<file path="src/agps_pkg.sv">
// Package of shared types and constants for the affine gap path scorer.
package agps_pkg;

  // Item function codes.
  localparam logic FUNC_LOAD = 1'b0;
  localparam logic FUNC_PATH = 1'b1;

  // Column kinds. Code 3 is unused but is still recorded as the previous kind.
  localparam logic [1:0] KIND_MATCH = 2'd0;
  localparam logic [1:0] KIND_DEL   = 2'd1;
  localparam logic [1:0] KIND_INS   = 2'd2;

  // Register indexes on the configuration port.
  localparam logic REG_GAP_OPEN   = 1'b0;
  localparam logic REG_GAP_EXTEND = 1'b1;

  localparam int unsigned PenWidth   = 10;
  localparam int unsigned ScoreWidth = 32;
  localparam int unsigned WideWidth  = 34;
  localparam int unsigned CodeWidth  = 8;
  localparam int unsigned ApbAddrW   = 3;
  localparam int unsigned ApbDataW   = 32;

  localparam logic [PenWidth-1:0] GAP_OPEN_RST   = 10'd29;
  localparam logic [PenWidth-1:0] GAP_EXTEND_RST = 10'd3;

  localparam logic signed [WideWidth-1:0] SCORE_MAX_W = 34'sd2147483647;
  localparam logic signed [WideWidth-1:0] SCORE_MIN_W = -34'sd2147483648;

  typedef struct packed {
    logic [PenWidth-1:0] open_pen;
    logic [PenWidth-1:0] extend_pen;
  } gap_cfg_t;

  // Control fields of an item held in the score stage.
  typedef struct packed {
    logic       func;
    logic [1:0] op;
    logic       first;
    logic       last;
    logic       in_alpha;
  } item_ctl_t;

endpackage

</file>
<file path="src/agps_acc.sv">
// Score stage: running score, previous column kind, saturation flag and the result register.
module agps_acc #(
  parameter int unsigned EntryWidth = 16
) (
  input  logic                                 clk_i,
  input  logic                                 rst_ni,
  input  agps_pkg::item_ctl_t                  item_i,
  input  logic                                 go_i,
  input  logic signed [EntryWidth-1:0]         entry_i,
  input  agps_pkg::gap_cfg_t                   gap_i,
  input  logic                                 out_stall_i,
  output logic                                 out_free_o,
  output logic                                 out_valid_o,
  output logic signed [agps_pkg::ScoreWidth-1:0] score_o,
  output logic                                 overflow_o
);

  logic signed [agps_pkg::ScoreWidth-1:0] score_q, score_d, base_score;
  logic [1:0]                             kind_q, kind_d, base_kind;
  logic                                   sat_q, sat_d, base_sat;
  logic signed [agps_pkg::WideWidth-1:0]  delta, sum_w;
  logic [agps_pkg::PenWidth-1:0]          pen;
  logic                                   is_path, emit;
  logic                                   out_valid_q, out_valid_d;
  logic signed [agps_pkg::ScoreWidth-1:0] out_score_q;
  logic                                   out_ovf_q;

  assign is_path = go_i & (item_i.func == agps_pkg::FUNC_PATH);
  assign emit    = is_path & item_i.last;

  // A first column restarts the path before it is scored.
  assign base_score = item_i.first ? '0 : score_q;
  assign base_kind  = item_i.first ? agps_pkg::KIND_MATCH : kind_q;
  assign base_sat   = item_i.first ? 1'b0 : sat_q;

  assign pen = (base_kind == item_i.op) ? gap_i.extend_pen : gap_i.open_pen;

  always_comb begin
    case (item_i.op)
      agps_pkg::KIND_MATCH: delta = item_i.in_alpha ? agps_pkg::WideWidth'(entry_i) : '0;
      agps_pkg::KIND_DEL,
      agps_pkg::KIND_INS:   delta = -$signed(agps_pkg::WideWidth'(pen));
      default:              delta = '0;
    endcase
  end

  assign sum_w = agps_pkg::WideWidth'(base_score) + delta;

  always_comb begin
    score_d = score_q;
    kind_d  = kind_q;
    sat_d   = sat_q;
    if (is_path) begin
      kind_d = item_i.op;
      sat_d  = base_sat;
      if (sum_w > agps_pkg::SCORE_MAX_W) begin
        score_d = agps_pkg::ScoreWidth'(agps_pkg::SCORE_MAX_W);
        sat_d   = 1'b1;
      end else if (sum_w < agps_pkg::SCORE_MIN_W) begin
        score_d = agps_pkg::ScoreWidth'(agps_pkg::SCORE_MIN_W);
        sat_d   = 1'b1;
      end else begin
        score_d = sum_w[agps_pkg::ScoreWidth-1:0];
      end
    end
  end

  assign out_free_o  = ~out_valid_q | ~out_stall_i;
  assign out_valid_d = emit | (out_valid_q & out_stall_i);

  always_ff @(posedge clk_i or negedge rst_ni) begin
    if (!rst_ni) begin
      score_q     <= '0;
      kind_q      <= agps_pkg::KIND_MATCH;
      sat_q       <= 1'b0;
      out_valid_q <= 1'b0;
    end else begin
      score_q     <= score_d;
      kind_q      <= kind_d;
      sat_q       <= sat_d;
      out_valid_q <= out_valid_d;
    end
  end

  always_ff @(posedge clk_i) begin
    if (emit) begin
      out_score_q <= score_d;
      out_ovf_q   <= sat_d;
    end
  end

  assign out_valid_o = out_valid_q;
  assign score_o     = out_score_q;
  assign overflow_o  = out_ovf_q;

endmodule

</file>
<file path="config.mk">
export PLATFORM = sky130hd
export DESIGN_NAME = agps_acc
export DESIGN_NICKNAME = d
export VERILOG_FILES = /design/src/agps_pkg.sv /design/src/agps_acc.sv
export SDC_FILE = /design/constraint.sdc
export NUM_CORES = 1
export LEC_CHECK = 0
export ABC_AREA = 1
export BUFFER_PORTS_ARGS = -buffer_cell sky130_fd_sc_hd__buf_2
export CORE_AREA = 2 2 107 109
export DETAILED_ROUTE_END_ITERATION = 10
export DIE_AREA = 0 0 109 111
export GPL_ROUTABILITY_DRIVEN = 1
export PLACE_DENSITY = 0.72
export SLEW_MARGIN = 0
export SYNTH_ARGS = -nofsm -noshare
export SYNTH_HDL_FRONTEND = slang
export SYNTH_SLANG_ARGS = --single-unit
</file>
<file path="constraint.sdc">
create_clock -name clk_i -period 4.2 [get_ports clk_i]
set_input_delay 0.21 -clock clk_i [delete_from_list [all_inputs] [get_ports clk_i]]
set_output_delay 0.21 -clock clk_i [all_outputs]
set_load 0.05 [all_outputs]
</file>
### Yosys cells after proc, flatten, opt, wreduce, memory -nomap -nowiden

Index checks and enable logic that the tools add are counted.

* register bits: 69
* logic and storage cells: 34

* add/sub/neg operators: 2
* eq/ne operators: 3
* magnitude comparators: 2
* muxes and demuxes: 12
* bitwise logic cells: 7
* reduce and logical (&&, ||, !) cells: 2

Operators with widths (count)
* $mux 32: 4
* $pmux 34 s2: 1
* $add 32x34->34: 1
* $gt 34x32->1 const B: 1
* $lt 34x32->1 const B: 1
* $mux 34: 1
* $neg 10->34: 1
* $mux 10: 1
* $mux 1: 4
* $and 1x1->1: 3
* $eq 2x1->1 const B: 1
* $eq 2x2->1: 1
* $eq 2x2->1 const B: 1
* $logic_not 2->1: 1
* $mux 2: 1
* $not 1->1: 2
* $or 1x1->1: 2
* $reduce_or 2->1: 1

### Logic depth before layout (Yosys ltp)

* depth after elaboration: 10
* depth in mapped cells: 39

### Least setup slack after synthesis

Ideal clock, no wire load.

* path kind: reg-to-reg
* start: reg kind_q[0]
* end: reg out_score_q (netlist bit score_o[16]) (data pin)
* data arrival time: 3.908 ns
* stages on the path, launching flop included: 36
* required time: 3.943 ns
* period minus slack after synthesis: 4.165 ns
* setup slack: 0.035 ns
* library setup time: 0.257 ns
* cell sequence: dfrtp_1 nand2_1 nand2_1 nand2_4 nand2_2 buf_6 nand2_1 o21ai_2 inv_1 ha_1 inv_1 nor2_1 inv_2 nor2_1 inv_2 nor2_1 nand2_1 o31ai_4 a21oi_1 ha_1 nand2_1 nor2_1 inv_1 nor3_1 nand3_1 nand3_1 nand2_1 nand2_1 inv_1 nand3_2 nand3_2 buf_4 nand2_1 nand2_1 nand2_1 nand2_1

* longest elaborated chain between the ends: 10
* elaborated cells between the ends (all ways): 11
* those cells by class: add/sub (2); order compare (2); eq/ne (1); mux (6)

RTL lines
* from (decl): RTL line agps_acc.sv:19 `logic [1:0] kind_q, kind_d, base_kind;`
* from (signal assigned): RTL line agps_acc.sv:74 `kind_q <= agps_pkg::KIND_MATCH;`
* from (signal assigned): RTL line agps_acc.sv:79 `kind_q <= kind_d;`
* $mux 2 (*): RTL line agps_acc.sv:33 `assign base_kind = item_i.first ? agps_pkg::KIND_MATCH : kind_q;`
* $eq 2x2->1 (*): RTL line agps_acc.sv:36 `assign pen = (base_kind == item_i.op) ? gap_i.extend_pen : gap_i.open_pen;`
* $mux 10 (*): RTL line agps_acc.sv:36
* $neg 10->34 (*): RTL line agps_acc.sv:42 `agps_pkg::KIND_INS: delta = -$signed(agps_pkg::WideWidth'(pen));`
* $pmux 34 s2 (*): RTL line agps_acc.sv:39 `case (item_i.op)`
* $add 32x34->34 (*): RTL line agps_acc.sv:47 `assign sum_w = agps_pkg::WideWidth'(base_score) + delta;`
* $lt 34x32->1: RTL line agps_acc.sv:59 `end else if (sum_w < agps_pkg::SCORE_MIN_W) begin`
* $mux 32: RTL line agps_acc.sv:59
* $mux 32 (*): RTL line agps_acc.sv:56 `if (sum_w > agps_pkg::SCORE_MAX_W) begin`
* $mux 32 (*): RTL line agps_acc.sv:53 `if (is_path) begin`
* named net score_d, one bit: RTL line agps_acc.sv:18 `logic signed [agps_pkg::ScoreWidth-1:0] score_q, score_d, base_score;`
* to (signal assigned): RTL line agps_acc.sv:87 `out_score_q <= score_d;`
* to (decl): RTL line agps_acc.sv:25 `logic signed [agps_pkg::ScoreWidth-1:0] out_score_q;`

The timed path passes the listed nets; every way through them passes the cells marked *.
A chain may end at the register's enable or synchronous reset.

### Final worst setup path

* start: reg kind_q[0]
* end: reg out_score_q (netlist bit score_o[15]) (data pin)

The elaborated chain is that of the path after synthesis.

==> impl_metrics.env <==
export IMPL_slowest_delay_ns=0.41
export IMPL_cts_sinks=69
export IMPL_synth_edf_count=33
export IMPL_area_growth_pct=53.0
export IMPL_path_common_cell="nand2_2"
export IMPL_core_mm2=0.0111
export IMPL_powerDensity_mw_per_mm2=529
export IMPL_ys_dominant_reg_cell="dfrtp_1"
export IMPL_clockRootBuffer="clkbuf_16"
export IMPL_use_met1_pct=41.9
export IMPL_die_h_um=111
export IMPL_layout_drive_gt1_share_pct=42.2
export IMPL_grt_first_pass_wirelength_um=29800
export IMPL_dp_slack_ns=-0.415
export IMPL_cts_hold_buf=0
export IMPL_nFillCells=708
export IMPL_top_usage_layer="met2"
export IMPL_final_cell_mix="242 x nand2_1, 128 x buf_4, 99 x inv_1"
export IMPL_worstPathArrival_ns=4.75
export IMPL_finalWeightedCongestion=0.999
export IMPL_drt_iter0_drc=769
export IMPL_clkTransAtPathRegs_ns=0.06
export IMPL_design_area_mm2=0.00870
export IMPL_fin_crit_sh_pct=111
export IMPL_tns_ns=-22.81
export IMPL_worstSkewPairLatency_ns=0.35
export IMPL_final_setup_viol_count=65
export IMPL_io_buffer_count=80
export IMPL_ys_seq_area_share_pct=33.3
export IMPL_layout_commonest_cell="nand2_1"
export IMPL_die_w_um=109
export IMPL_end_kind="flop"
export IMPL_slew_viol_final=0
export IMPL_avgViaCountPerCell=5.55
export IMPL_critPathMaxFanout=5
export IMPL_violations="negative hold slack, negative setup slack"
export IMPL_cp_slowest_cell="dfrtp_1"
export IMPL_utilization_pct=78.5
export IMPL_design_die_area_mm2=0.0121
export IMPL_postRouteAntennaNets=0
export IMPL_syn_cell_area_mm2=0.00568
export IMPL_required_ns=4.29
export IMPL_drc_errors=0
export IMPL_vias=6738
export IMPL_hold_viol=15
export IMPL_start_util_pct=51.3
export IMPL_hold_path_class="in2async"
export IMPL_layout_setup_ws_ns=-0.461
export IMPL_max_cap_viol_count=0
export IMPL_h_tree_depth=3
export IMPL_drtPass1Iterations=5
export IMPL_synth_fp_nets=931
export IMPL_start_kind="flop"
export IMPL_relSlewSlack_pct=28.2
export IMPL_synth_avg_cell_area_um2=6.71
export IMPL_grt_start_max_net_pins=42
export IMPL_ir_worst_vdd_v=0.000367
export IMPL_run_status="complete, but fails checks"
export IMPL_fin_crit_ns=4.66
export IMPL_grt_use_total_pct=31.7
export IMPL_post_dp_cell_area_mm2=0.00700
export IMPL_rows=39
export IMPL_fmax_mhz=215
export IMPL_path_class="reg2reg"
export IMPL_drt_wl_total_um=21100
export IMPL_grtUsageMet2_pct=49.9
export IMPL_overflow=0
export IMPL_cts_tree="done"
export IMPL_grt_setup_unrepaired="yes"
export IMPL_io_pin_count=81
export IMPL_async_flop_share_pct=52.2
export IMPL_met3_usage_pct=5.58
export IMPL_fin_skew_ns=0.0101
export IMPL_cts_buffer_depth=2
export IMPL_ys_ff_latch=69
export IMPL_grt_pass1_vias=6236
export IMPL_hpwl_um=12100
export IMPL_wl_per_cell_um=17.4
export IMPL_cts_inserted_buffers=9
export IMPL_timing_hold_ws_ns=-0.00813
export IMPL_finalNetCount=1151
export IMPL_netlist_instances=847
export IMPL_synth_warnings=0
export IMPL_yosysUniqueCellTypes=37
export IMPL_p_leak_nw=4.49
export IMPL_num_antenna_cells=0
export IMPL_antenna_found_initial=0
export IMPL_worst_pin_slew_ns=1.08
-- per-stage QoR --
stage	hold WS, ns	power [mW]	cells
6_report	-0.00813	4.60	1215
3_5_place_dp	0.383	2.85	1156
3_3_place_gp	0.382	2.84	1156
5_1_grt	0.0757	4.83	1215
2_1_floorplan	-0.0856	2.19	847
4_1_cts	0.0258	4.11	1197
-- where the power goes --
group / total [mW] / leakage, nW / switching [mW] / internal (mW)
Sequential: 1.01 / 0.753 / 0.0904 / 0.915
Combinational: 2.79 / 3.59 / 1.57 / 1.22
Clock: 0.809 / 0.147 / 0.292 / 0.517
Total: 4.60 / 4.49 / 1.95 / 2.65
-- path summary, 6_finish.rpt --
path	startpoint	to	slack, ns	cells past startpoint
max in group asynchronous	rst_ni	score_q[11]	3.65	1
worst max-delay path	kind_q[0]	score_o[15]	-0.46	37
worst min-delay path	rst_ni	score_q[31]	-0.008	1
min in group clk_i	out_stall_i	out_valid_o	0.08	3
worst max register to register	kind_q[0]	score_o[15]	-0.46	37
worst min register to register	score_q[12]	score_q[12]	0.50	2
-- worst max-delay path, delay by kind of cell (launching register included) --
kind                       cells  cell delay, ns
and+or+nand+nor               25            2.51
buffers and inverters          7            0.66
adders and majority gates      2            0.55
DFF                            1            0.41
AOI/OAI and AO/OA              3            0.26
-- registers in the layout, summed over array words and instances (netlist names) --
register and flops:
kind_q 2, score_q 32, sat_q 1, overflow_o 1, out_valid_o 1, score_o 32
-- cells by family after synthesis --
logic type / Yosys count / share of synthesized area, %
xor gates and xnor gates: 23 / 3.54
adders and majority gates: 38 / 8.50
buffers and inverters: 132 / 9.44
and+or+nand+nor: 485 / 35.0
DFF: 69 / 33.3
AOI/OAI and AO/OA: 100 / 10.2
-- metal layers --
metal | part of all wire, % | wire [µm]
met5 | 0 | 0
met4 | 5.7 | 1210
met3 | 8.8 | 1860
met2 | 46 | 9670
met1 | 40 | 8400
-- Yosys cell counts, types with 10 or more instances --
cell type,count,share of area [%]
nand2_2,12,1.3
edfxtp_1,33,17
dfrtp_1,36,16
nand2_1,335,22
inv_1,107,7.1
o21ai_0,18,1.6
clkbuf_1,11,0.73
xor2_1,17,2.6
nand3_1,22,1.9
nor2_1,82,5.4
a21oi_1,56,4.9
ha_1,37,8.1
nand3b_1,10,1.3
-- repair_timing --
item                                    CTS  global route
cloned                                    5             1
resized for setup                       120           127
endpoints found under the setup margin   65            66
pin swaps                                25            66
buffers inserted                         20            20
-- area by class of cell --
| cell class | instances | area, µm² | area share, % |
|---|---|---|---|
| Tap cell | 143 | 179 | 2.06 |
| Clock inverter | 5 | 76.3 | 0.878 |
| Clock buffer | 11 | 233 | 2.68 |
| Multi-Input combinational cell | 646 | 4160 | 47.8 |
| Inverter | 111 | 417 | 4.79 |
| Timing Repair Buffer | 230 | 1740 | 20.0 |
| Sequential cell | 69 | 1890 | 21.8 |
No activity file was read; power rests on OpenSTA's default activity.
