<file path="src/agps_pkg.sv">
// Package of shared types and constants for the affine gap path scorer.
package agps_pkg;

  // Item function codes.
  localparam logic FUNC_LOAD = 1'b0;
  localparam logic FUNC_PATH = 1'b1;

  // Column kinds. Code 3 is unused but is still recorded as the previous kind.
  localparam logic [1:0] KIND_MATCH = 2'd0;
  localparam logic [1:0] KIND_DEL   = 2'd1;
  localparam logic [1:0] KIND_INS   = 2'd2;

  // Register indexes on the configuration port.
  localparam logic REG_GAP_OPEN   = 1'b0;
  localparam logic REG_GAP_EXTEND = 1'b1;

  localparam int unsigned PenWidth   = 10;
  localparam int unsigned ScoreWidth = 32;
  localparam int unsigned WideWidth  = 34;
  localparam int unsigned CodeWidth  = 8;
  localparam int unsigned ApbAddrW   = 3;
  localparam int unsigned ApbDataW   = 32;

  localparam logic [PenWidth-1:0] GAP_OPEN_RST   = 10'd29;
  localparam logic [PenWidth-1:0] GAP_EXTEND_RST = 10'd3;

  localparam logic signed [WideWidth-1:0] SCORE_MAX_W = 34'sd2147483647;
  localparam logic signed [WideWidth-1:0] SCORE_MIN_W = -34'sd2147483648;

  typedef struct packed {
    logic [PenWidth-1:0] open_pen;
    logic [PenWidth-1:0] extend_pen;
  } gap_cfg_t;

  // Control fields of an item held in the score stage.
  typedef struct packed {
    logic       func;
    logic [1:0] op;
    logic       first;
    logic       last;
    logic       in_alpha;
  } item_ctl_t;

endpackage

</file>
<file path="src/agps_cfg.sv">
// Configuration registers behind the APB-style port: gap open and gap extend penalties.
module agps_cfg (
  input  logic                              clk_i,
  input  logic                              rst_ni,
  input  logic                              psel,
  input  logic                              penable,
  input  logic                              pwrite,
  input  logic [agps_pkg::ApbAddrW-1:0]     paddr,
  input  logic [agps_pkg::ApbDataW-1:0]     pwdata,
  output logic [agps_pkg::ApbDataW-1:0]     prdata,
  output logic                              pready,
  output agps_pkg::gap_cfg_t                gap_o
);

  agps_pkg::gap_cfg_t gap_q, gap_d;
  logic               reg_idx;
  logic               wr_en;

  // Registers sit on word boundaries, so bit 2 picks the register.
  assign reg_idx = paddr[2];
  assign wr_en   = psel & penable & pwrite;
  assign pready  = 1'b1;

  always_comb begin
    gap_d = gap_q;
    if (wr_en) begin
      case (reg_idx)
        agps_pkg::REG_GAP_OPEN:   gap_d.open_pen   = pwdata[agps_pkg::PenWidth-1:0];
        agps_pkg::REG_GAP_EXTEND: gap_d.extend_pen = pwdata[agps_pkg::PenWidth-1:0];
        default:                  gap_d = gap_q;
      endcase
    end
  end

  always_comb begin
    case (reg_idx)
      agps_pkg::REG_GAP_OPEN:   prdata = agps_pkg::ApbDataW'(gap_q.open_pen);
      agps_pkg::REG_GAP_EXTEND: prdata = agps_pkg::ApbDataW'(gap_q.extend_pen);
      default:                  prdata = '0;
    endcase
  end

  always_ff @(posedge clk_i or negedge rst_ni) begin
    if (!rst_ni) begin
      gap_q.open_pen   <= agps_pkg::GAP_OPEN_RST;
      gap_q.extend_pen <= agps_pkg::GAP_EXTEND_RST;
    end else begin
      gap_q <= gap_d;
    end
  end

  assign gap_o = gap_q;

endmodule

</file>
<file path="config.mk">
export PLATFORM = sky130hd
export DESIGN_NAME = agps_cfg
export DESIGN_NICKNAME = d
export VERILOG_FILES = /design/src/agps_pkg.sv /design/src/agps_cfg.sv
export SDC_FILE = /design/constraint.sdc
export NUM_CORES = 1
export LEC_CHECK = 0
export BUFFER_PORTS_ARGS = -buffer_cell sky130_fd_sc_hd__buf_4
export CAP_MARGIN = 20
export CORE_ASPECT_RATIO = 1.75
export CORE_MARGIN = 5
export CORE_UTILIZATION = 38
export DETAILED_ROUTE_END_ITERATION = 8
export PLACE_DENSITY_LB_ADDON = 0.12
export RECOVER_POWER = 50
export SLEW_MARGIN = 20
export SYNTH_ARGS = -nofsm -noshare
export SYNTH_HDL_FRONTEND = slang
export SYNTH_SLANG_ARGS = --single-unit
</file>
<file path="constraint.sdc">
create_clock -name clk_i -period 1.1 [get_ports clk_i]
set_input_delay 0.22 -clock clk_i [delete_from_list [all_inputs] [get_ports clk_i]]
set_output_delay 0.22 -clock clk_i [all_outputs]
set_load 0.02 [all_outputs]
</file>
[After elaboration in Yosys (flattened, before gate mapping)]
Cells that the tools add are included.
Word-level totals
  flip-flop bits (word level): 20
  bits in latches: 0
  RAM bits: 0
  bits in read-only memories: 0
  input bits: 40
  output and inout bits: 53
  logic and storage cells: 8
  memories: 0
Cells by class
  $add $sub $neg: 0
  multipliers: 0
  div/mod/pow operators: 0
  order comparisons: 0
  equality and inequality tests: 0
  shift-type cells: 0
  mux-type cells: 1
  bitwise gates (word level): 3
  reductions and logical operators: 2
Operators by type and width (count)
  32-bit one-hot mux with 2 select lines: 1
  2-bit AND reduction: 2
  1-bit AND: 2
  1-bit inverter: 1

[Depth between registers and ports, before layout]
Gate-level depths: netlist (run 1).
  depth after elaboration: 3
  depth in mapped cells: 3
  depth with buffers taken out: 2

[Worst setup path before layout (run 1)]
OpenSTA, ideal clock, no wires.
  kind: input to output
  start: input port paddr[2] (netlist bit)
  end: output port prdata[0] (netlist bit)
  arrival time: 0.812 ns
  required time: 0.880 ns
  path slack: 0.068 ns
  stages: 2
  buffers on the path: 1
  cell sequence: buf_2 mux2_2
On the way
  longest elaborated chain between the ends: 2
Ends and longest elaborated chain
  start: declaration: line agps_cfg.sv:8  | input logic [agps_pkg::ApbAddrW-1:0] paddr,
  1-bit inverter
  32-bit one-hot mux with 2 select lines *: line agps_cfg.sv:36  | case (reg_idx)
  end: declaration: line agps_cfg.sv:10  | output logic [agps_pkg::ApbDataW-1:0] prdata,
Mark *: on every way between the ends. The rest lies on a longest branch, timed or not. The select of a mux whose other input is x is not followed.

[Final worst setup path (run 1)]
  start: register gap_q (netlist bit gap_o[16])
  end: output port prdata[6] (netlist bit)
On the way
  longest elaborated chain between the ends: 1
Ends and longest elaborated chain
  start: declaration: line agps_cfg.sv:15  | agps_pkg::gap_cfg_t gap_q, gap_d;
  start signal: assignment: line agps_cfg.sv:48  | gap_q <= gap_d;
  32-bit one-hot mux with 2 select lines: line agps_cfg.sv:36
Every way passes these cells. The select of a mux whose other input is x is not followed.

==> run_results.csv, run 1 <==
group,metric,value,unit
power_and_ir_drop,powerDensity,1840,mW/mm^2
global_routing,antenna_found_initial,0,
timing,whs,202,ps
status,status,"finished with violations",
timing,final.setup.worst_slack,-189,ps
setup_path,critical_path.cell_chain,"mux2_4 -> buf_6",
clocking,cts_buffers,3,
detailed_routing,drcViolationCount,0,
setup_path,critPathSlowestCell,"dfrtp_1",
setup_path,cp_max_fo,2,
timing,min_period_over_period,117,%
yosys,synthTopCellsByArea,"dfrtp_1 (32%), mux2_2 (20%), buf_4 (16%), dfstp_2 (14%), mux2_4 (14%)",
detailed_routing,viasPerCell,4.49,
layout,final_cell_mix,"buf_6 (39), buf_4 (32), conb_1 (23), mux2_4 (18), dfrtp_1 (14)",
yosys,yosys_warnings,0,
global_routing,grt_overflow_total,0,
floorplan,start_util,38.5,%
layout,post-route-util,63.5,%
yosys,synth_seq_area_share,46.1,%
setup_path,crit_buf_inv,1,
flow_run,drv_cap,0,
setup_path,start_kind,"flop",
placed_design,port_buffers,45,
clocking,cts_root_buf,"clkbuf_8",
timing,setup_viol,27,
yosys,ys_ff_latch,20,
clocking,cts_tree,"done",
layout,layout_commonest_cell,"buf_6",
floorplan,die_w,50.7,um
timing,clock_skew,0,ps
timing,fmax,776,MHz
detailed_routing,drtIter0Drc,4,
setup_path,slowest_delay,400,ps
floorplan,dieArea,0.00412,mm^2
placed_design,hpwl,1.92,mm
floorplan,core,0.00286,mm^2
placed_design,dpl_cell_area,0.00143,mm^2
status,violations,"negative setup slack",
power_and_ir_drop,power,3340,uW
floorplan,die_h,81.2,um
layout,final_net_count,195,
layout,drive_above_1_share,73.4,%
yosys,synth.largest_area_cell,"dfrtp_1",
detailed_routing,dr.pass1.iters,4,
setup_path,cp_top_family,"flip-flops",
clocking,clockBufferDepth,2,
yosys,synth_cells,79,
timing,rsz0062_at_grt,"yes",
power_and_ir_drop,ir_worst_vdd,0.000942,V
yosys,netlist_area,0.00110,mm^2
setup_path,crit_arrival,1070,ps
setup_path,cp-end-kind,"output port",
clocking,clk_latency,250,ps
yosys,syn_area_per_cell,13.9,um^2
layout,finalInstanceArea,0.00182,mm^2
global_routing,grt.total_usage,13.1,%
floorplan,pin_count,93,
global_routing,grt_pass1_wl,4.17,mm
global_routing,grt_pass1_vias,894,
detailed_routing,vias,817,
placed_design,placed_cells,155,
timing,period_needed,1290,ps
placed_design,gp_congestion,0.642,
timing,hold_viol_final,0,
clocking,cts_sinks,20,
timing,drv_slew,0,
detailed_routing,routed_wl,2.72,mm
layout,largest_register_ffs,20,
clocking,clk_pin_slew,70,ps
layout,num_antenna_cells,0,
floorplan,rows,26,
global_routing,grt_start_max_net_pins,21,
layout,syn2layout_area_growth,65.2,%
clocking,cts.htree.levels,1,
power_and_ir_drop,power.leakage,0.000957,uW
layout,final_cells,182,
yosys,synth_top_cell_area_share,31.8,%
setup_path,cp.required,880,ps
detailed_routing,ant_nets,0,
worst_hold_path,holdCritPathClass,"input port to flop",
setup_path,path_class,"flop to output port",
layout,fillers,234,
detailed_routing,detail_route.wl_per_cell,15.0,um
yosys,synth.distinct_cells,10,
==> stage by stage <==
step / TNS, ps / setup WS (ps)
5_1_grt: -3420 / -222
6_report: -2480 / -189
2_1_floorplan: 0 / 67.9
4_1_cts: -2610 / -184
3_3_place_gp: -1090 / -91.1
3_5_place_dp: -1240 / -99.0
==> layout make-up <==
| type | instances | area (um^2) | area share [%] |
|---|---|---|---|
| Tap cell | 28 | 35.0 | 1.93 |
| Multi-Input combinational cell | 55 | 513 | 28.2 |
| Clock buffer | 4 | 45.0 | 2.48 |
| Timing Repair Buffer | 75 | 718 | 39.5 |
| Sequential cell | 20 | 508 | 27.9 |
==> path summary, 6_finish.rpt <==
| kind | startpoint | slack [ps] | depth (start not counted) | endpoint |
|---|---|---|---|---|
| setup / recovery | gap_o[16] | -190 | 2 | prdata[6] |
| hold / removal | pwdata[6] | 200 | 2 | gap_o[16] |
| setup reg to reg | gap_o[6] | 90 | 3 | gap_o[6] |
| hold reg to reg | gap_o[2] | 540 | 1 | gap_o[2] |
| max in group asynchronous | rst_ni | 290 | 2 | gap_o[12] |
| min in group asynchronous | rst_ni | 460 | 2 | gap_o[19] |
==> cell families (layout without fill, tap and decap cells) <==
| family | count (synthesis) | in the layout | synth area share, % |
|---|---|---|---|
| and+or+nand+nor | 2 | 2 | 1.93 |
| buffers and inverters | 25 | 79 | 17.2 |
| DFF | 20 | 20 | 46.1 |
| muxes | 30 | 30 | 34.1 |
| other | 2 | 23 | 0.682 |
==> report_power, final <==
| part | leakage [uW] | switching, uW | internal (uW) | total (uW) |
|---|---|---|---|---|
| Sequential | 0.000231 | 121 | 935 | 1060 |
| Clock | 0.0000228 | 228 | 257 | 486 |
| Combinational | 0.000703 | 743 | 1050 | 1800 |
==> layer usage <==
layer	wire length, um	track usage [%]	part of all wire (%)
met1	978	14.3	36
met2	1550	23.6	57
met3	168	2.75	6.2
met4	19	5.37	0.70
met5	0	0	0
==> synthesized netlist by cell type (all sizes together) <==
| library cell | n |
|---|---|
| mux2 | 30 |
| buf | 25 |
| dfrtp | 14 |
| dfstp | 6 |
| conb | 2 |
| nand4 | 1 |
| nand4b | 1 |
==> what timing repair did <==
item | CTS | global route
hold buffers | 1 | 0
hold endpoints to repair | 14 | 0
endpoints found under the setup margin | 16 | 28
buffers inserted | 18 | 9
gates resized for setup | 35 | 14
Power figures use the tool's default switching activity.
==> run 2, diff against run 1 <==
--- a/config.mk
+++ b/config.mk
@@ -13,7 +13,7 @@
 export DETAILED_ROUTE_END_ITERATION = 8
 export PLACE_DENSITY_LB_ADDON = 0.12
 export RECOVER_POWER = 50
-export SLEW_MARGIN = 20
+export SKIP_CTS_REPAIR_TIMING = 1
 export SYNTH_ARGS = -nofsm -noshare
 export SYNTH_HDL_FRONTEND = slang
 export SYNTH_SLANG_ARGS = --single-unit
==> run 2 against run 1 <==
The flow still finishes with violations (negative setup slack). Combinational power decreased by 11%. Critical endpoint unchanged. Register-to-register slack improved by 90 ps. Largest cell class unchanged. Sequential share of layout area up 1.8 points. Clock power about the same.
==> run_results.csv, run 2 (synthesis gave the netlist of run 1 again) <==
group,metric,value,unit
power_and_ir_drop,clockPowerShare,15.4,%
detailed_routing,dr.pass1.iters,2,
clocking,clk_pin_slew,70,ps
detailed_routing,vias,774,
floorplan,core,0.00286,mm^2
detailed_routing,wl_met2,1.47,mm
setup_path,reg2reg_from,"gap_o[14]",
setup_path,start_kind,"flop",
floorplan,start_util,38.5,%
placed_design,post-place-ws,-99.0,ps
worst_hold_path,holdCritStartpoint,"pwdata[6]",
timing,rsz0062_at_grt,"yes",
floorplan,pin_count,93,
timing,setup-tns-final,-2420,ps
setup_path,crit_end,"prdata[6]",
layout,final_cell_mix,"buf_4 (37), buf_6 (27), conb_1 (23), mux2_4 (17), dfrtp_1 (14)",
layout,drive_above_1_share,71.4,%
setup_path,startpoint,"gap_o[16]",
layout,num_antenna_cells,0,
setup_path,cp-end-kind,"output port",
clocking,cts_root_buf,"clkbuf_8",
clocking,clockBufferDepth,2,
detailed_routing,met1_length,919,um
setup_path,worst-r2r-setup-slack,180,ps
clocking,cts_buffers,3,
detailed_routing,ant_nets,0,
timing,final.setup.worst_slack,-187,ps
setup_path,r2r_cells,3,
global_routing,antenna_found_initial,0,
setup_path,path_class,"flop to output port",
floorplan,die_w,50.7,um
power_and_ir_drop,p_sw_share,33.1,%
layout,syn2layout_area_growth,55.5,%
clocking,cts_tree,"done",
detailed_routing,drtIter0Drc,7,
timing,setup_viol,25,
detailed_routing,routed_wl,2.58,mm
setup_path,cp_max_fo,3,
timing,min_period_over_period,117,%
layout,final_net_count,188,
floorplan,die_h,81.2,um
placed_design,hpwl,1.92,mm
timing,drv_slew,0,
power_and_ir_drop,powerDensity,1840,mW/mm^2
clocking,clk_latency,250,ps
power_and_ir_drop,pwr-share-comb,51.0,%
power_and_ir_drop,power.leakage,0.000900,uW
layout,fillers,261,
power_and_ir_drop,power.switching,1040,uW
clocking,cts_sinks,20,
setup_path,reg2reg_to,"gap_o[14]",
placed_design,port_buffers,45,
layout,largest_register_ffs,20,
status,violations,"negative setup slack",
layout,multiInputGateArea,503,um^2
power_and_ir_drop,ir_worst_vdd,0.000939,V
layout,layout_commonest_cell,"buf_4",
timing,clock_skew,0,ps
timing,fmax,777,MHz
detailed_routing,viasPerCell,4.42,
detailed_routing,top_layer_used,"met4",
floorplan,rows,26,
timing,period_needed,1290,ps
flow_run,drv_cap,0,
global_routing,grt_pass1_vias,780,
power_and_ir_drop,power.internal,2110,uW
placed_design,gp_congestion,0.642,
power_and_ir_drop,power_frac_seq,33.6,%
setup_path,crit_arrival,1070,ps
setup_path,cp.required,880,ps
global_routing,grt.total_usage,11.6,%
global_routing,grt_start_max_net_pins,21,
layout,seq_area,508,um^2
detailed_routing,met3_length,175,um
timing,hold_viol_final,0,
global_routing,grt_overflow_total,0,
worst_hold_path,holdCritPathClass,"input port to flop",
clocking,cts.htree.levels,1,
detailed_routing,drcViolationCount,0,
status,status,"finished with violations",
detailed_routing,detail_route.wl_per_cell,14.7,um
global_routing,grt_pass1_wl,3.75,mm
floorplan,dieArea,0.00412,mm^2
==> run 2: through the flow <==
step | area (um^2) | total power, uW | cells | hold WS [ps] | util (%)
floorplan | 1180 | 1810 | 100 | -75.6 | -
global placement | 1430 | 2270 | 155 | 113 | 49.9
detailed placement | 1430 | 2290 | 155 | 119 | 49.9
CTS | 1470 | 2790 | 159 | -163 | 51.5
global route | 1710 | 3320 | 175 | 198 | 59.8
finish | 1710 | 3160 | 175 | 202 | 59.8
==> run 2: worst min path at each step <==
stage | slack (ps) | endpoint | depth (start not counted)
6_report | 200 | gap_o[16] | 2
5_1_grt | 200 | gap_o[13] | 2
4_1_cts | -160 | gap_o[11] | 1
3_5_place_dp | 120 | gap_o[3] | 1
3_3_place_gp | 110 | gap_o[3] | 1
2_1_floorplan | -80 | gap_o[11] | 0
==> run 2: critical path, stage by stage (launching register included) <==
cell and delay (ps):
dfrtp_1 400, mux2_4 280, buf_6 130
==> run 2: area by class of cell <==
type,instances,share of cell area [%]
clock buffer,4,2.63
multi-input combinational,55,29.4
timing repair buffer,68,36.3
tap,28,2.05
sequential,20,29.7
==> run 2: per-layer routing <==
metal  vias up  GRT usage [%]
met5         -              0
met4         0           5.37
met3         2           3.30
met2        28           20.5
met1       384           12.4
li1        360              -
==> run 2: power groups by stage <==
stage,Combinational (uW),Clock (uW),Sequential (uW)
after CTS,1220,509,1060
after detailed placement,1210,0,1070
after global placement,1200,0,1060
after floorplan,556,0,1260
after global routing,1700,532,1080
final,1610,485,1060
==> run 3, diff against run 2 <==
--- a/config.mk
+++ b/config.mk
@@ -11,6 +11,7 @@
 export CORE_MARGIN = 5
 export CORE_UTILIZATION = 38
 export DETAILED_ROUTE_END_ITERATION = 8
+export HOLD_SLACK_MARGIN = 0.02
 export PLACE_DENSITY_LB_ADDON = 0.12
 export RECOVER_POWER = 50
 export SKIP_CTS_REPAIR_TIMING = 1
==> constraint.sdc (replaced) <==
create_clock -name clk_i -period 1.1 [get_ports clk_i]
set_input_delay 0.055 -clock clk_i [delete_from_list [all_inputs] [get_ports clk_i]]
set_output_delay 0.055 -clock clk_i [all_outputs]
set_load 0.02 [all_outputs]
==> run 3 against run 2 <==
The flow still finishes with violations (negative setup slack). Largest cell class is now registers. First-iteration DRC count up 57%. Setup slack better by 150 ps. Register-to-register slack better by 20 ps. Via count shrank 3.7%. Sequential share of layout area is 2.6 points higher. Critical endpoint is now prdata[0]. Fmax rose by 13%.
==> run_results.csv, run 3 (synthesis gave the netlist of run 1 again) <==
group,metric,value,unit
clocking,clk_pin_slew,70,ps
placed_design,hpwl,1.85,mm
global_routing,grt_use_met1,12.5,%
global_routing,antenna_found_initial,0,
power_and_ir_drop,power.switching,999,uW
setup_path,r2r_cells,2,
detailed_routing,detail_route.wl_per_cell,14.6,um
setup_path,reg2reg_to,"gap_o[7]",
timing,hold_viol_final,0,
power_and_ir_drop,power.leakage,0.000832,uW
global_routing,use_met2,20.0,%
setup_path,cp_max_fo,3,
detailed_routing,vias,745,
detailed_routing,routed_wl,2.45,mm
layout,final_cell_mix,"buf_4 (45), conb_1 (23), mux2_4 (16), dfrtp_1 (14), mux2_2 (13)",
detailed_routing,drcViolationCount,0,
timing,min_period_over_period,103,%
layout,syn2layout_area_growth,42.8,%
flow_run,drv_cap,0,
placed_design,port_buffers,45,
global_routing,grt-busiest-layer,"met2",
layout,layout_commonest_cell,"buf_4",
global_routing,grt_pass1_wl,3.63,mm
layout,drive_above_1_share,66.9,%
power_and_ir_drop,p_sw_share,33.7,%
timing,whs,16.6,ps
layout,largest_register_ffs,20,
floorplan,die_h,81.2,um
clocking,cts_sinks,20,
global_routing,grt_pass1_vias,738,
layout,seq_area,508,um^2
power_and_ir_drop,ir_worst_vdd,0.00119,V
timing,drv_slew,0,
power_and_ir_drop,power.internal,1970,uW
worst_hold_path,holdPathEnd,"gap_o[11]",
setup_path,crit_arrival,1080,ps
timing,clock_skew,0,ps
setup_path,reg2reg_from,"gap_o[7]",
power_and_ir_drop,pwr-share-comb,48.5,%
power_and_ir_drop,power,2960,uW
global_routing,grt_start_max_net_pins,21,
timing,slew_headroom,58.9,%
clocking,cts_buffers,3,
floorplan,dieArea,0.00412,mm^2
detailed_routing,dr.pass1.iters,4,
setup_path,path_class,"flop to output port",
setup_path,start_kind,"flop",
layout,multiInputGateArea,499,um^2
placed_design,post-place-ws,70.3,ps
power_and_ir_drop,powerDensity,1880,mW/mm^2
floorplan,pin_count,93,
floorplan,die_w,50.7,um
layout,num_antenna_cells,0,
detailed_routing,drtIter0Drc,11,
timing,setup-tns-final,-184,ps
layout,post-route-util,54.9,%
worst_hold_path,min_path_cells,2,
detailed_routing,ant_nets,0,
status,status,"finished with violations",
setup_path,worst-r2r-setup-slack,200,ps
clocking,clockBufferDepth,2,
global_routing,grt.total_usage,11.7,%
clocking,clk_latency,250,ps
floorplan,start_util,38.5,%
timing,fmax,881,MHz
global_routing,grt_overflow_total,0,
status,violations,"negative setup slack",
floorplan,core,0.00286,mm^2
timing,final.setup.worst_slack,-34.5,ps
worst_hold_path,holdCritStartpoint,"pwdata[1]",
layout,final_net_count,180,
global_routing,met3_usage,3.49,%
placed_design,gp_congestion,0.635,
clocking,cts.htree.levels,1,
power_and_ir_drop,clockPowerShare,16.1,%
detailed_routing,viasPerCell,4.46,
timing,setup_viol,9,
floorplan,rows,26,
worst_hold_path,holdCritPathClass,"input port to flop",
setup_path,cp-end-kind,"output port",
timing,period_needed,1130,ps
clocking,cts_root_buf,"clkbuf_8",
clocking,cts_tree,"done",
timing,rsz0062_at_grt,"yes",
timing,tightest_slew,615,ps
layout,fillers,263,
setup_path,cp.required,1040,ps
power_and_ir_drop,power_frac_seq,35.4,%
==> run 3: cell types whose count changed in the layout (fill, tap and decap cells not counted) <==
cell,change
dfstp_1,+3
mux2_1,+1
clkbuf_2,+1
mux2_4,-1
buf_6,-16
buf_4,+8
dfstp_2,-3
buf_12,-1
==> run 3: layout make-up <==
class	count	share of cell area (%)
multi-input cells	55	31.7
well taps	28	2.23
repair buffers	60	30.9
flip-flops and latches	20	32.3
clock buffers	4	2.86
==> run 3: routing by layer <==
| metal | vias up | share of wire (%) | routed length, um |
|---|---|---|---|
| met4 | 0 | 1.6 | 38 |
| met1 | 368 | 36 | 882 |
| met3 | 4 | 8.3 | 203 |
| met2 | 30 | 54 | 1320 |
| li1 | 343 | - | - |
| met5 | - | 0 | 0 |
==> run 3: worst max-delay path, stage by stage (launching register included) <==
cell	delay (ps)
dfstp_1	560
mux2_4	170
buf_6	110
==> run 3: metrics by stage <==
step	area (um^2)	instances
floorplan	1180	100
global placement	1390	151
detailed placement	1390	151
CTS	1430	155
global route	1570	167
finish	1570	167
==> run 3: worst max path at each step <==
stage	from	end	slack, ps	cells past startpoint
4_1_cts	gap_o[7]	prdata[7]	-50	2
6_report	gap_o[10]	prdata[0]	-30	2
2_1_floorplan	gap_o[10]	prdata[0]	240	1
5_1_grt	gap_o[17]	prdata[7]	-70	2
3_5_place_dp	paddr[2]	gap_o[3]	70	3
3_3_place_gp	paddr[2]	gap_o[6]	80	3
==> run 3: power groups by stage <==
| stage | Sequential [uW] | Clock, uW | Combinational, uW |
|---|---|---|---|
| floorplan | 1260 | 0 | 556 |
| finish | 1050 | 478 | 1440 |
| global placement | 1060 | 0 | 1190 |
| global route | 1070 | 535 | 1520 |
| CTS | 1060 | 502 | 1200 |
| detailed placement | 1070 | 0 | 1200 |
